`config.mk`:
```
export PLATFORM = sky130hd
export DESIGN_NAME = differential_pump_controller_core_flat
export DESIGN_NICKNAME = d
export VERILOG_FILES = /design/src/rtl/dpc_pkg.sv /design/src/rtl/dpc_if.sv /design/src/rtl/dpc_eval.sv /design/src/rtl/differential_pump_controller_core.sv /design/src/flat_wrapper.sv
export SDC_FILE = /design/constraint.sdc
export NUM_CORES = 1
export LEC_CHECK = 0
export BUFFER_PORTS_ARGS = -buffer_cell sky130_fd_sc_hd__buf_2
export CORE_MARGIN = 3
export CORE_UTILIZATION = 60
export DETAILED_ROUTE_END_ITERATION = 8
export PLACE_DENSITY_LB_ADDON = 0.25
export SYNTH_ARGS = -nofsm -noshare
export SYNTH_HDL_FRONTEND = slang
export SYNTH_SLANG_ARGS = --single-unit
```
`constraint.sdc`:
```
create_clock -name clk_i -period 10 [get_ports clk_i]
set_input_delay 0 -clock clk_i [delete_from_list [all_inputs] [get_ports clk_i]]
set_output_delay 0 -clock clk_i [all_outputs]
set_load 0.02 [all_outputs]
```
`src/rtl/dpc_pkg.sv`:
```
// Package for the differential pump controller: payload types, register map,
// action codes and temperature limits. No dependencies.
package dpc_pkg;

  localparam int unsigned TEMP_W     = 12;
  localparam int unsigned RUN_W      = 22;
  localparam int unsigned CFG_IDX_W  = 3;
  localparam int unsigned CFG_DATA_W = 22;

  typedef logic signed [TEMP_W-1:0] temp_t;
  typedef logic signed [TEMP_W:0]   wide_t;
  typedef logic [RUN_W-1:0]         run_t;

  localparam temp_t T_VALID_LO  = -12'sd160;
  localparam temp_t T_VALID_HI  = 12'sd1440;
  localparam temp_t T_ACCEPT_LO = -12'sd880;
  localparam temp_t T_ACCEPT_HI = 12'sd2000;
  localparam run_t  RUN_MAX     = {RUN_W{1'b1}};

  typedef enum logic [1:0] {
    ACT_TICK     = 2'd0,
    ACT_BASEMENT = 2'd1,
    ACT_ROOF     = 2'd2
  } act_e;

  typedef enum logic [CFG_IDX_W-1:0] {
    CFG_DELTA_ON   = 3'd0,
    CFG_DELTA_OFF  = 3'd1,
    CFG_MIN_SOLAR  = 3'd2,
    CFG_MAX_BUFFER = 3'd3,
    CFG_MAX_RUN    = 3'd4
  } cfg_idx_e;

  typedef struct packed {
    logic [7:0] delta_on;
    logic [7:0] delta_off;
    logic [9:0] min_solar;
    logic [9:0] max_buffer;
    run_t       max_run_ms;
  } cfg_t;

  typedef struct packed {
    temp_t basement;
    logic  basement_present;
    temp_t roof;
    logic  roof_present;
    logic  running;
    run_t  run_elapsed;
    logic  fault;
  } ctl_state_t;

  typedef struct packed {
    logic pump_on;
    logic fault;
    logic basement_ok;
    logic roof_ok;
  } result_t;

endpackage

```
`src/rtl/dpc_if.sv`:
```
// Request and result channel interfaces for the differential pump controller.
// Depends on nothing.
interface dpc_req_if;
  logic              valid;
  logic              ready;
  logic [1:0]        action;
  logic signed [11:0] sample_temp;
  logic              sample_missing;

  modport source(output valid, action, sample_temp, sample_missing, input ready);
  modport sink(input valid, action, sample_temp, sample_missing, output ready);
endinterface

interface dpc_res_if;
  logic valid;
  logic ready;
  logic pump_on;
  logic fault;
  logic basement_ok;
  logic roof_ok;

  modport source(output valid, pump_on, fault, basement_ok, roof_ok, input ready);
  modport sink(input valid, pump_on, fault, basement_ok, roof_ok, output ready);
endinterface

```
`src/rtl/dpc_eval.sv`:
```
// Next-state and result logic for one request of the pump controller.
// Depends on dpc_pkg.
module dpc_eval #(
  parameter int unsigned FRESH_MS = 60000,
  parameter int unsigned AgeW     = $clog2(FRESH_MS + 1)
) (
  input  dpc_pkg::cfg_t       cfg_i,
  input  logic [1:0]          action_i,
  input  dpc_pkg::temp_t      temp_i,
  input  logic                missing_i,
  input  dpc_pkg::ctl_state_t st_i,
  input  logic [AgeW-1:0]     bage_i,
  input  logic [AgeW-1:0]     rage_i,
  output dpc_pkg::ctl_state_t st_o,
  output logic [AgeW-1:0]     bage_o,
  output logic [AgeW-1:0]     rage_o,
  output dpc_pkg::result_t    res_o
);
  import dpc_pkg::*;

  localparam logic [AgeW-1:0] FreshA = AgeW'(FRESH_MS);

  ctl_state_t      st_a;
  ctl_state_t      st_n;
  logic [AgeW-1:0] bage_a;
  logic [AgeW-1:0] rage_a;
  logic            b_ok;
  logic            r_ok;
  wide_t           diff;
  wide_t           bas_w;
  wide_t           roof_w;
  logic            stop;
  logic            start;

  always_comb begin
    st_a   = st_i;
    bage_a = bage_i;
    rage_a = rage_i;
    case (act_e'(action_i))
      ACT_TICK: begin
        bage_a = (bage_i < FreshA) ? bage_i + AgeW'(1) : FreshA;
        rage_a = (rage_i < FreshA) ? rage_i + AgeW'(1) : FreshA;
        if (st_i.running && st_i.run_elapsed != RUN_MAX) begin
          st_a.run_elapsed = st_i.run_elapsed + run_t'(1);
        end
      end
      ACT_BASEMENT: begin
        if (!missing_i && temp_i > T_ACCEPT_LO && temp_i < T_ACCEPT_HI) begin
          st_a.basement         = temp_i;
          st_a.basement_present = 1'b1;
          bage_a                = '0;
        end
      end
      ACT_ROOF: begin
        st_a.roof         = temp_i;
        st_a.roof_present = !missing_i;
        rage_a            = '0;
      end
      default: ;
    endcase
  end

  assign b_ok = st_a.basement_present && st_a.basement > T_VALID_LO &&
                st_a.basement < T_VALID_HI && bage_a < FreshA;
  assign r_ok = st_a.roof_present && st_a.roof > T_VALID_LO &&
                st_a.roof < T_VALID_HI && rage_a < FreshA;

  assign bas_w  = {st_a.basement[TEMP_W-1], st_a.basement};
  assign roof_w = {st_a.roof[TEMP_W-1], st_a.roof};
  assign diff   = roof_w - bas_w;

  assign stop  = diff < $signed({5'b00000, cfg_i.delta_off}) ||
                 bas_w >= $signed({3'b000, cfg_i.max_buffer}) ||
                 roof_w < $signed({3'b000, cfg_i.min_solar});
  assign start = diff >= $signed({5'b00000, cfg_i.delta_on}) &&
                 bas_w < $signed({3'b000, cfg_i.max_buffer}) &&
                 roof_w >= $signed({3'b000, cfg_i.min_solar});

  always_comb begin
    st_n = st_a;
    if (act_e'(action_i) == ACT_TICK && !st_a.fault) begin
      if (!b_ok || !r_ok) begin
        st_n.running = 1'b0;
      end else if (st_a.running && st_a.run_elapsed > cfg_i.max_run_ms) begin
        st_n.fault   = 1'b1;
        st_n.running = 1'b0;
      end else if (st_a.running) begin
        if (stop) begin
          st_n.running = 1'b0;
        end
      end else if (start) begin
        st_n.running     = 1'b1;
        st_n.run_elapsed = '0;
      end
    end
  end

  assign st_o   = st_n;
  assign bage_o = bage_a;
  assign rage_o = rage_a;
  assign res_o  = '{pump_on: st_n.running, fault: st_n.fault,
                    basement_ok: b_ok, roof_ok: r_ok};

endmodule

```
`src/rtl/differential_pump_controller_core.sv`:
```
// Channel     | Dir | Fields
// req_i       | in  | action, sample_temp, sample_missing
// res_o       | out | pump_on, fault, basement_ok, roof_ok
// cfg_*_i     | in  | write enable, register index, data
//
// One request per cycle while res_o.ready takes the results; a request goes
// through the input register, then the update logic, into the result register.
// Reset is async active low; valid, state and config registers get defaults.
// req_i.ready drops only while the input register is full and the result
// register holds a result that res_o.ready does not take.
// Top level of the differential pump controller. Depends on dpc_pkg,
// dpc_if and dpc_eval.
module differential_pump_controller_core #(
  parameter int unsigned FRESH_MS = 60000
) (
  input  logic                             clk_i,
  input  logic                             rst_ni,
  input  logic                             cfg_we_i,
  input  logic [dpc_pkg::CFG_IDX_W-1:0]    cfg_idx_i,
  input  logic [dpc_pkg::CFG_DATA_W-1:0]   cfg_data_i,
  dpc_req_if.sink                          req_i,
  dpc_res_if.source                        res_o
);
  import dpc_pkg::*;

  localparam int unsigned AgeW = $clog2(FRESH_MS + 1);

  cfg_t            cfg_q;
  logic            in_vld_q;
  logic [1:0]      in_act_q;
  temp_t           in_temp_q;
  logic            in_miss_q;
  ctl_state_t      st_q;
  ctl_state_t      st_d;
  logic [AgeW-1:0] bage_q;
  logic [AgeW-1:0] bage_d;
  logic [AgeW-1:0] rage_q;
  logic [AgeW-1:0] rage_d;
  logic            out_vld_q;
  result_t         res_q;
  result_t         res_d;
  logic            adv;
  logic            fire;
  logic            take;

  assign adv         = !out_vld_q || res_o.ready;
  assign fire        = in_vld_q && adv;
  assign req_i.ready = !in_vld_q || adv;
  assign take        = req_i.valid && req_i.ready;

  always_ff @(posedge clk_i or negedge rst_ni) begin
    if (!rst_ni) begin
      cfg_q <= '{delta_on: 8'd80, delta_off: 8'd48, min_solar: 10'd480,
                 max_buffer: 10'd880, max_run_ms: 22'd3600000};
    end else if (cfg_we_i) begin
      unique case (cfg_idx_e'(cfg_idx_i))
        CFG_DELTA_ON:   cfg_q.delta_on   <= cfg_data_i[7:0];
        CFG_DELTA_OFF:  cfg_q.delta_off  <= cfg_data_i[7:0];
        CFG_MIN_SOLAR:  cfg_q.min_solar  <= cfg_data_i[9:0];
        CFG_MAX_BUFFER: cfg_q.max_buffer <= cfg_data_i[9:0];
        CFG_MAX_RUN:    cfg_q.max_run_ms <= cfg_data_i[RUN_W-1:0];
        default: ;
      endcase
    end
  end

  always_ff @(posedge clk_i or negedge rst_ni) begin
    if (!rst_ni) begin
      in_vld_q <= 1'b0;
    end else if (take) begin
      in_vld_q <= 1'b1;
    end else if (fire) begin
      in_vld_q <= 1'b0;
    end
  end

  always_ff @(posedge clk_i) begin
    if (take) begin
      in_act_q  <= req_i.action;
      in_temp_q <= req_i.sample_temp;
      in_miss_q <= req_i.sample_missing;
    end
  end

  dpc_eval #(
    .FRESH_MS (FRESH_MS),
    .AgeW     (AgeW)
  ) u_eval (
    .cfg_i     (cfg_q),
    .action_i  (in_act_q),
    .temp_i    (in_temp_q),
    .missing_i (in_miss_q),
    .st_i      (st_q),
    .bage_i    (bage_q),
    .rage_i    (rage_q),
    .st_o      (st_d),
    .bage_o    (bage_d),
    .rage_o    (rage_d),
    .res_o     (res_d)
  );

  always_ff @(posedge clk_i or negedge rst_ni) begin
    if (!rst_ni) begin
      st_q   <= '0;
      bage_q <= '0;
      rage_q <= '0;
    end else if (fire) begin
      st_q   <= st_d;
      bage_q <= bage_d;
      rage_q <= rage_d;
    end
  end

  always_ff @(posedge clk_i or negedge rst_ni) begin
    if (!rst_ni) begin
      out_vld_q <= 1'b0;
    end else if (adv) begin
      out_vld_q <= in_vld_q;
    end
  end

  always_ff @(posedge clk_i) begin
    if (fire) begin
      res_q <= res_d;
    end
  end

  assign res_o.valid       = out_vld_q;
  assign res_o.pump_on     = res_q.pump_on;
  assign res_o.fault       = res_q.fault;
  assign res_o.basement_ok = res_q.basement_ok;
  assign res_o.roof_ok     = res_q.roof_ok;

endmodule

```
`src/flat_wrapper.sv`:
```
// flat-port wrapper written by rule: the top's interface ports become plain ports
module differential_pump_controller_core_flat import dpc_pkg::*;
#(
  parameter int unsigned FRESH_MS = 60000
)
  (clk_i, rst_ni, cfg_we_i, cfg_idx_i, cfg_data_i, req_i_valid, req_i_action, req_i_sample_temp, req_i_sample_missing, req_i_ready, res_o_valid, res_o_pump_on, res_o_fault, res_o_basement_ok, res_o_roof_ok, res_o_ready);
  dpc_req_if req_i_i ();
  dpc_res_if res_o_i ();
  input  logic clk_i;
  input  logic rst_ni;
  input  logic cfg_we_i;
  input  logic [dpc_pkg::CFG_IDX_W-1:0] cfg_idx_i;
  input  logic [dpc_pkg::CFG_DATA_W-1:0] cfg_data_i;
  input wire logic [$bits(req_i_i.valid)-1:0] req_i_valid;
  input wire logic [$bits(req_i_i.action)-1:0] req_i_action;
  input wire logic [$bits(req_i_i.sample_temp)-1:0] req_i_sample_temp;
  input wire logic [$bits(req_i_i.sample_missing)-1:0] req_i_sample_missing;
  output wire logic [$bits(req_i_i.ready)-1:0] req_i_ready;
  output wire logic [$bits(res_o_i.valid)-1:0] res_o_valid;
  output wire logic [$bits(res_o_i.pump_on)-1:0] res_o_pump_on;
  output wire logic [$bits(res_o_i.fault)-1:0] res_o_fault;
  output wire logic [$bits(res_o_i.basement_ok)-1:0] res_o_basement_ok;
  output wire logic [$bits(res_o_i.roof_ok)-1:0] res_o_roof_ok;
  input wire logic [$bits(res_o_i.ready)-1:0] res_o_ready;
  assign req_i_i.valid = req_i_valid;
  assign req_i_i.action = req_i_action;
  assign req_i_i.sample_temp = req_i_sample_temp;
  assign req_i_i.sample_missing = req_i_sample_missing;
  assign req_i_ready = req_i_i.ready;
  assign res_o_valid = res_o_i.valid;
  assign res_o_pump_on = res_o_i.pump_on;
  assign res_o_fault = res_o_i.fault;
  assign res_o_basement_ok = res_o_i.basement_ok;
  assign res_o_roof_ok = res_o_i.roof_ok;
  assign res_o_i.ready = res_o_ready;
  differential_pump_controller_core #(.FRESH_MS(FRESH_MS)) u_core (.clk_i(clk_i), .rst_ni(rst_ni), .cfg_we_i(cfg_we_i), .cfg_idx_i(cfg_idx_i), .cfg_data_i(cfg_data_i), .req_i(req_i_i), .res_o(res_o_i));
endmodule
```
* After elaboration in Yosys (flattened, before gate mapping) *
Index checks and enable logic that the tools add are counted.

operators by class
  $add $sub $neg = 4
  $mul = 0
  divide/modulo/power cells = 0
  order comparisons = 17
  equality and inequality tests = 7
  shift operators = 0
  muxes and demuxes = 22
  bitwise operators = 0
  reduce and logical (&&, ||, !) cells = 34

operator list
  operator               number
  $mux 22                4
  $lt 16x16->1 const B   4
  $pmux 16 s2            2
  $mux 16                3
  $mux 23                2
  $mux 13                3
  $lt 12x12->1 const B   3
  $add 16x1->16 const B  2
  $ge 12x11->1           2
  $gt 12x9->1 const B    2
  $lt 12x11->1           2
  $mux 24                1
  $add 22x1->22 const B  1
  $gt 22x22->1           1
  $ne 22x22->1 const B   1
  $logic_and 1x1->1      15
  $ge 13x9->1            1
  $lt 13x9->1            1
  $sub 12x12->13         1
  $gt 12x11->1 const B   1
  $reduce_and 2->1       5
  $mux 1                 7
  $eq 3x2->1 const B     2
  $logic_not 1->1        6
  other kinds (8)        12

word-level totals
  bits in registers = 161
  bits in latches = 0
  memory bits (writable) = 0
  bits in read-only memories = 0
  input port bits = 45
  output and inout port bits = 6
  logic and storage cells = 107
  memories kept = 0

* Logic depth before layout (Yosys ltp) *
  depth after elaboration = 14
  gate-level depth with buffers = 26
  mapped depth without buffers = 22

* Hierarchy *
From an unflattened synthesis, not the netlist that was laid out.

second synthesis, totals
  cell total of the unflattened synthesis = 1058
  area total of the unflattened synthesis = 10618.9 sq um

by module, submodules not included
  module                             times used  cells each  area each (sq um)  seq. area each (sq um)
  differential_pump_controller_core  1           328         5929.4             4154.0
  dpc_eval                           1           730         4689.5             0.0

* Worst setup path after synthesis *
No wires, ideal clock.

  path kind = reg2reg
  start = register u_core.in_temp_q[6]
  end = register u_core.st_q[21] in the netlist's numbering
  data arrival time = 4.364 ns
  required time = 9.881 ns
  setup slack = 5.517 ns
  cell stages (with the launch flop) = 22
  cells stage by stage = edfxtp_1 buf_6 o311ai_2 a311oi_2 nand3_2 buf_6 buf_2 mux2i_1 ha_1 a21o_1 a21o_1 a21oi_1 nor2b_1 o21ai_0 o311a_1 and3_2 a211o_1 nand4_2 or3_4 a211oi_4 buf_6 nor2_2

on the way
  cells in the longest elaborated chain, start to end = 14
  elaborated cells on any way between the ends = 34

RTL lines
  element                         line                                      text
  start: declaration              differential_pump_controller_core.sv:31   temp_t in_temp_q;
  start signal: assignment        differential_pump_controller_core.sv:80   in_temp_q <= req_i.sample_temp;
  $gt 12x11->1                    dpc_eval.sv:48                            if (!missing_i && temp_i > T_ACCEPT_LO && temp_i < T_ACCEPT_HI) begin
  $logic_and 1x1->1 (2 in a row)  dpc_eval.sv:48
  $mux 13                         dpc_eval.sv:48
  $mux 13                         dpc_eval.sv:39                            case (act_e'(action_i))
  $sub 12x12->13                  dpc_eval.sv:70                            assign diff = roof_w - bas_w;
  $ge 13x9->1                     dpc_eval.sv:75                            assign start = diff >= $signed({5'b00000, cfg_i.delta_on}) &&
  $logic_and 1x1->1               dpc_eval.sv:75
  $logic_and 1x1->1               dpc_eval.sv:76                            bas_w < $signed({3'b000, cfg_i.max_buffer}) &&
  $mux 23                         dpc_eval.sv:91                            end else if (start) begin
  $mux 22                         dpc_eval.sv:87                            end else if (st_a.running) begin
  $mux 22                         dpc_eval.sv:84                            end else if (st_a.running && st_a.run_elapsed > cfg_i.max_run_ms) begin
  $mux 23 *                       dpc_eval.sv:82                            if (!b_ok || !r_ok) begin
  $mux 24 *                       dpc_eval.sv:81                            if (act_e'(action_i) == ACT_TICK && !st_a.fault) begin
  end signal: assignment          differential_pump_controller_core.sv:108  st_q <= st_d;
  end: declaration                differential_pump_controller_core.sv:33   ctl_state_t st_q;

Every way passes the cells marked *; elsewhere a longest branch is shown, timed or not.
A chain may end at the register's enable or synchronous reset.

* Final worst setup path *
  start = register u_core.in_act_q[0]
  end = register u_core.st_q[2] in the netlist's numbering

on the way
  cells in the longest elaborated chain, start to end = 11
  elaborated cells on any way between the ends = 37

RTL lines
  element                                   line                                     text
  start: declaration                        differential_pump_controller_core.sv:30  logic [1:0] in_act_q;
  start signal: assignment                  differential_pump_controller_core.sv:79  in_act_q <= req_i.action;
  $eq 2x2->1 or $eq 2x1->1 (tied branches)  dpc_eval.sv:39
  $mux 13                                   dpc_eval.sv:39
  $sub 12x12->13                            dpc_eval.sv:70
  $ge 13x9->1                               dpc_eval.sv:75
  $logic_and 1x1->1                         dpc_eval.sv:75
  $logic_and 1x1->1                         dpc_eval.sv:76
  $mux 23                                   dpc_eval.sv:91
  $mux 22                                   dpc_eval.sv:87
  $mux 22                                   dpc_eval.sv:84
  $mux 23                                   dpc_eval.sv:82
  $mux 24 *                                 dpc_eval.sv:81

Marks and branches as above.

==> flow_metrics.env <==
export IMPL_hold_path_class="primary input to flip-flop"
export IMPL_core_area_um2=16800
export IMPL_hold_end="u_core.cfg_q[54]"
export IMPL_ys_seq_elements=161
export IMPL_placed_cells=1393
export IMPL_synth_ff_type="dfrtp_1"
export IMPL_track_usage_pct=26.6
export IMPL_cts_buffers=17
export IMPL_worstMarginPinSlew_ns=1.15
export IMPL_end_kind="flip-flop"
export IMPL_cp_top_family="compound AO/OA/AOI/OAI gates"
export IMPL_cts_tree="built"
export IMPL_maxSlewHeadroom_pct=23.3
export IMPL_total_leakage_power_nw=5.17
export IMPL_crit_buf_inv=2
export IMPL_fin_setup_tns_ns=0
export IMPL_postSynthCellCount=1164
export IMPL_synth_top_area_cell="dfrtp_1"
export IMPL_grt_pass1_wl_mm=41.9
export IMPL_worst_path_largest_cell_delay_ns=0.65
export IMPL_startpoint_type="flip-flop"
export IMPL_cts_resized=0
export IMPL_num_rows=47
export IMPL_fin_area_um2=11900
export IMPL_worstPathMaxFanout=25
export IMPL_clockBufferDepth=2
export IMPL_cp_depth=18
export IMPL_fin_hold_ws_ns=0.0724
export IMPL_synth_edff_count=19
export IMPL_grt_max_degree=82
export IMPL_synth_area_leaders="dfrtp_1 28%, ha_1 7.6%, dfstp_2 6.0%"
export IMPL_syn_nets=1273
export IMPL_clk_pin_slew_worst_paths_ns=0.06
export IMPL_critPathKind="flip-flop to flip-flop"
export IMPL_min_period_over_period_pct=55.0
export IMPL_nets=1342
export IMPL_ant_nets=0
export IMPL_syn_to_final_growth_pct=13.1
export IMPL_holdPathStages=5
export IMPL_grt_overflow_total=0
export IMPL_p_per_area_nw_per_um2=194
export IMPL_rr_startpoint="u_core.in_act_q[0]"
export IMPL_start_util_pct=62.3
export IMPL_clock_fmax_ghz=0.182
export IMPL_cp_arrival_ns=5.81
export IMPL_drtIter0Drc=734
export IMPL_synth_top_cell_area_share_pct=28.2
export IMPL_status="complete, no violations"
export IMPL_worst_skew_pair_late_latency_ns=0.44
export IMPL_fin_crit_ns=5.50
export IMPL_avgRoutedWirePerCell_um=17.2
export IMPL_synth_cell_area_um2=10500
export IMPL_post_dp_cell_area_um2=10800
export IMPL_path_common_cell="a21o_1"
export IMPL_place_congestion=0.935
export IMPL_port_buffers=50
export IMPL_ios=51
export IMPL_htreeDepth=4
export IMPL_wl_mm=25.2
export IMPL_skew_ns=0.00968
export IMPL_vias=8735
export IMPL_vdd_drop_max_mv=0.170
export IMPL_grt_pass1_vias=8373
export IMPL_p_total_w=0.00230
export IMPL_hp_start="cfg_idx_i[1]"
export IMPL_ys_top_cells_by_count="161 x nand2_1, 118 x dfrtp_1, 112 x o21ai_0"
export IMPL_reg2reg_depth=18
export IMPL_finalSetupViolations=0
export IMPL_die_w_um=138
export IMPL_fillers=1338
export IMPL_diodes=0
export IMPL_rsz0062_at_grt="no"
export IMPL_yosysWarningCount=0
export IMPL_hold_viol_final=0
export IMPL_synth_distinct_cells=84
export IMPL_drc_errors=0
export IMPL_r2r_end="u_core.st_q[2]"
export IMPL_ys_seq_area_share_pct=39.6
export IMPL_crit_slowest_cell="edfxtp_1"
export IMPL_antenna_found_initial=0
export IMPL_fin_cells=1466
export IMPL_die_area_um2=19100
export IMPL_r2r_setup_slack_ns=4.50
export IMPL_drive_above_1_share_pct=15.9
export IMPL_crit_chain="inv_1 -> a311oi_2 -> nand3_2 -> mux2i_1 -> ha_1 -> a21o_1 -> a21o_1 -> a21oi_1 -> nor2b_1 -> o21ai_0 -> o311a_1 -> and3_2 -> a211o_1 -> nand4_2 -> or3_4 -> a211oi_4 -> buf_4 -> nor3_1"
export IMPL_cp_required_ns=10.31
export IMPL_dr_pass1_iters=5
export IMPL_dieHeight_um=138
export IMPL_root_buffer="clkbuf_16"
export IMPL_routed_via_density=5.96
export IMPL_synth_async_reset_ratio_pct=88.2
export IMPL_slew_violations=0
export IMPL_drv_cap=0
export IMPL_avgSynthCellArea_um2=9.00
export IMPL_yosysMostFrequentCell="nand2_1"
export IMPL_dp_hpwl_mm=17.6
export IMPL_clock_sinks=161
## metrics by stage
stage / setup WS (ns) / utilization [%]
2_1_floorplan: 5.52 / -
3_3_place_gp: 4.91 / 64.4
3_5_place_dp: 4.63 / 64.4
4_1_cts: 4.58 / 70.5
5_1_grt: 4.08 / 70.5
6_report: 4.50 / 70.5
## state kept, by name, indices dropped and copies added, names as in the netlist, 2 cells and up
signal and cells:
u_core.cfg_q 58, u_core.st_q 50, u_core.bage_q 16, u_core.rage_q 16, u_core.in_temp_q 12, u_core.in_act_q 2
## logic make-up after synthesis
kind of cell,after synthesis,share of synthesized area (%)
adder cells (fa/ha/maj),65,7.74
multiplexers,62,6.72
XOR/XNOR,57,4.76
buffers and inverters,121,4.99
flip-flops,161,39.6
AND/OR/NAND/NOR,422,19.3
AO/OA/AOI/OAI,276,16.9
## cell type report
cell class	count	area, um2	area share [%]
Clock buffer	21	503	4.24
Timing Repair Buffer	101	742	6.26
Multi-Input combinational cell	882	5810	49.0
Tap cell	220	275	2.32
Sequential cell	161	4150	35.0
Clock inverter	11	113	0.950
Inverter	70	263	2.22
## routing by layer
metal / track usage, % / up-vias / part of all wire [%]
met1: 35.6 / 4203 / 45
met2: 44.5 / 227 / 49
met5: 0 / - / 0
met4: 7.80 / 0 / 2.3
li1: - / 4268 / -
met3: 4.80 / 37 / 3.9
## how the worst max path moves through the flow
stage	slack [ns]	to	start
6_report	4.50	u_core.st_q[2]	u_core.in_act_q[0]
5_1_grt	4.08	u_core.st_q[2]	u_core.in_act_q[0]
4_1_cts	4.58	u_core.st_q[2]	u_core.in_act_q[0]
3_5_place_dp	4.63	u_core.st_q[2]	u_core.in_act_q[0]
3_3_place_gp	4.91	u_core.st_q[2]	u_core.in_act_q[0]
2_1_floorplan	5.52	u_core.st_q[21]	u_core.in_temp_q[6]
## layout by cell type (no fill, tap or decap), types with 5 or more instances in the layout
cell           synthesis  layout
a21o_1                 8       8
nand4_1               26      26
xor2_1                21      21
nand2b_1              13      13
and2_1                 6       6
o211ai_1               8       8
nor3_1                28      27
o21ai_0              112     112
buf_4                  2      10
nand3_1               34      34
o22ai_1                6       6
a32oi_1                5       5
nand2_1              161     161
nor2_1                76      76
a211o_1                6       6
nor2b_1               17      17
nor2_2                20      20
inv_1                 69      69
buf_2                  3      49
clkbuf_16              0      19
o21bai_1               5       5
a21oi_1               42      42
edfxtp_1              19      19
or2_2                  5       5
mux2_2                36      36
ha_1                  64      64
dfstp_2               24      24
inv_6                  0       5
dlygate4sd3_1          0      41
mux2i_1               22      22
o21a_1                 9       9
o31ai_1               10      10
a211oi_1               6       6
xnor2_1               36      36
and3_1                11      11
dfrtp_1              118     118
a31oi_1               14      14
## power by group
group	leakage, nW	internal [W]	switching (W)
clock network	0.307	0.000391	0.000281
registers	1.97	0.000773	0.0000737
logic	2.89	0.000338	0.000447
## worst min-delay path, stage by stage
cell and delay [ns]:
buf_2 0.12, nor3b_1 0.06, buf_4 0.18, nand2_1 0.07, o21ai_0 0.07
## what timing repair did
action | 4_1_cts | 5_1_grt
setup buffers | 0 | 0
hold buffers | 41 | 0
endpoints found under the setup margin | 0 | 0
endpoints found under the hold margin | 136 | 0
(Power assumes the default switching activity.)
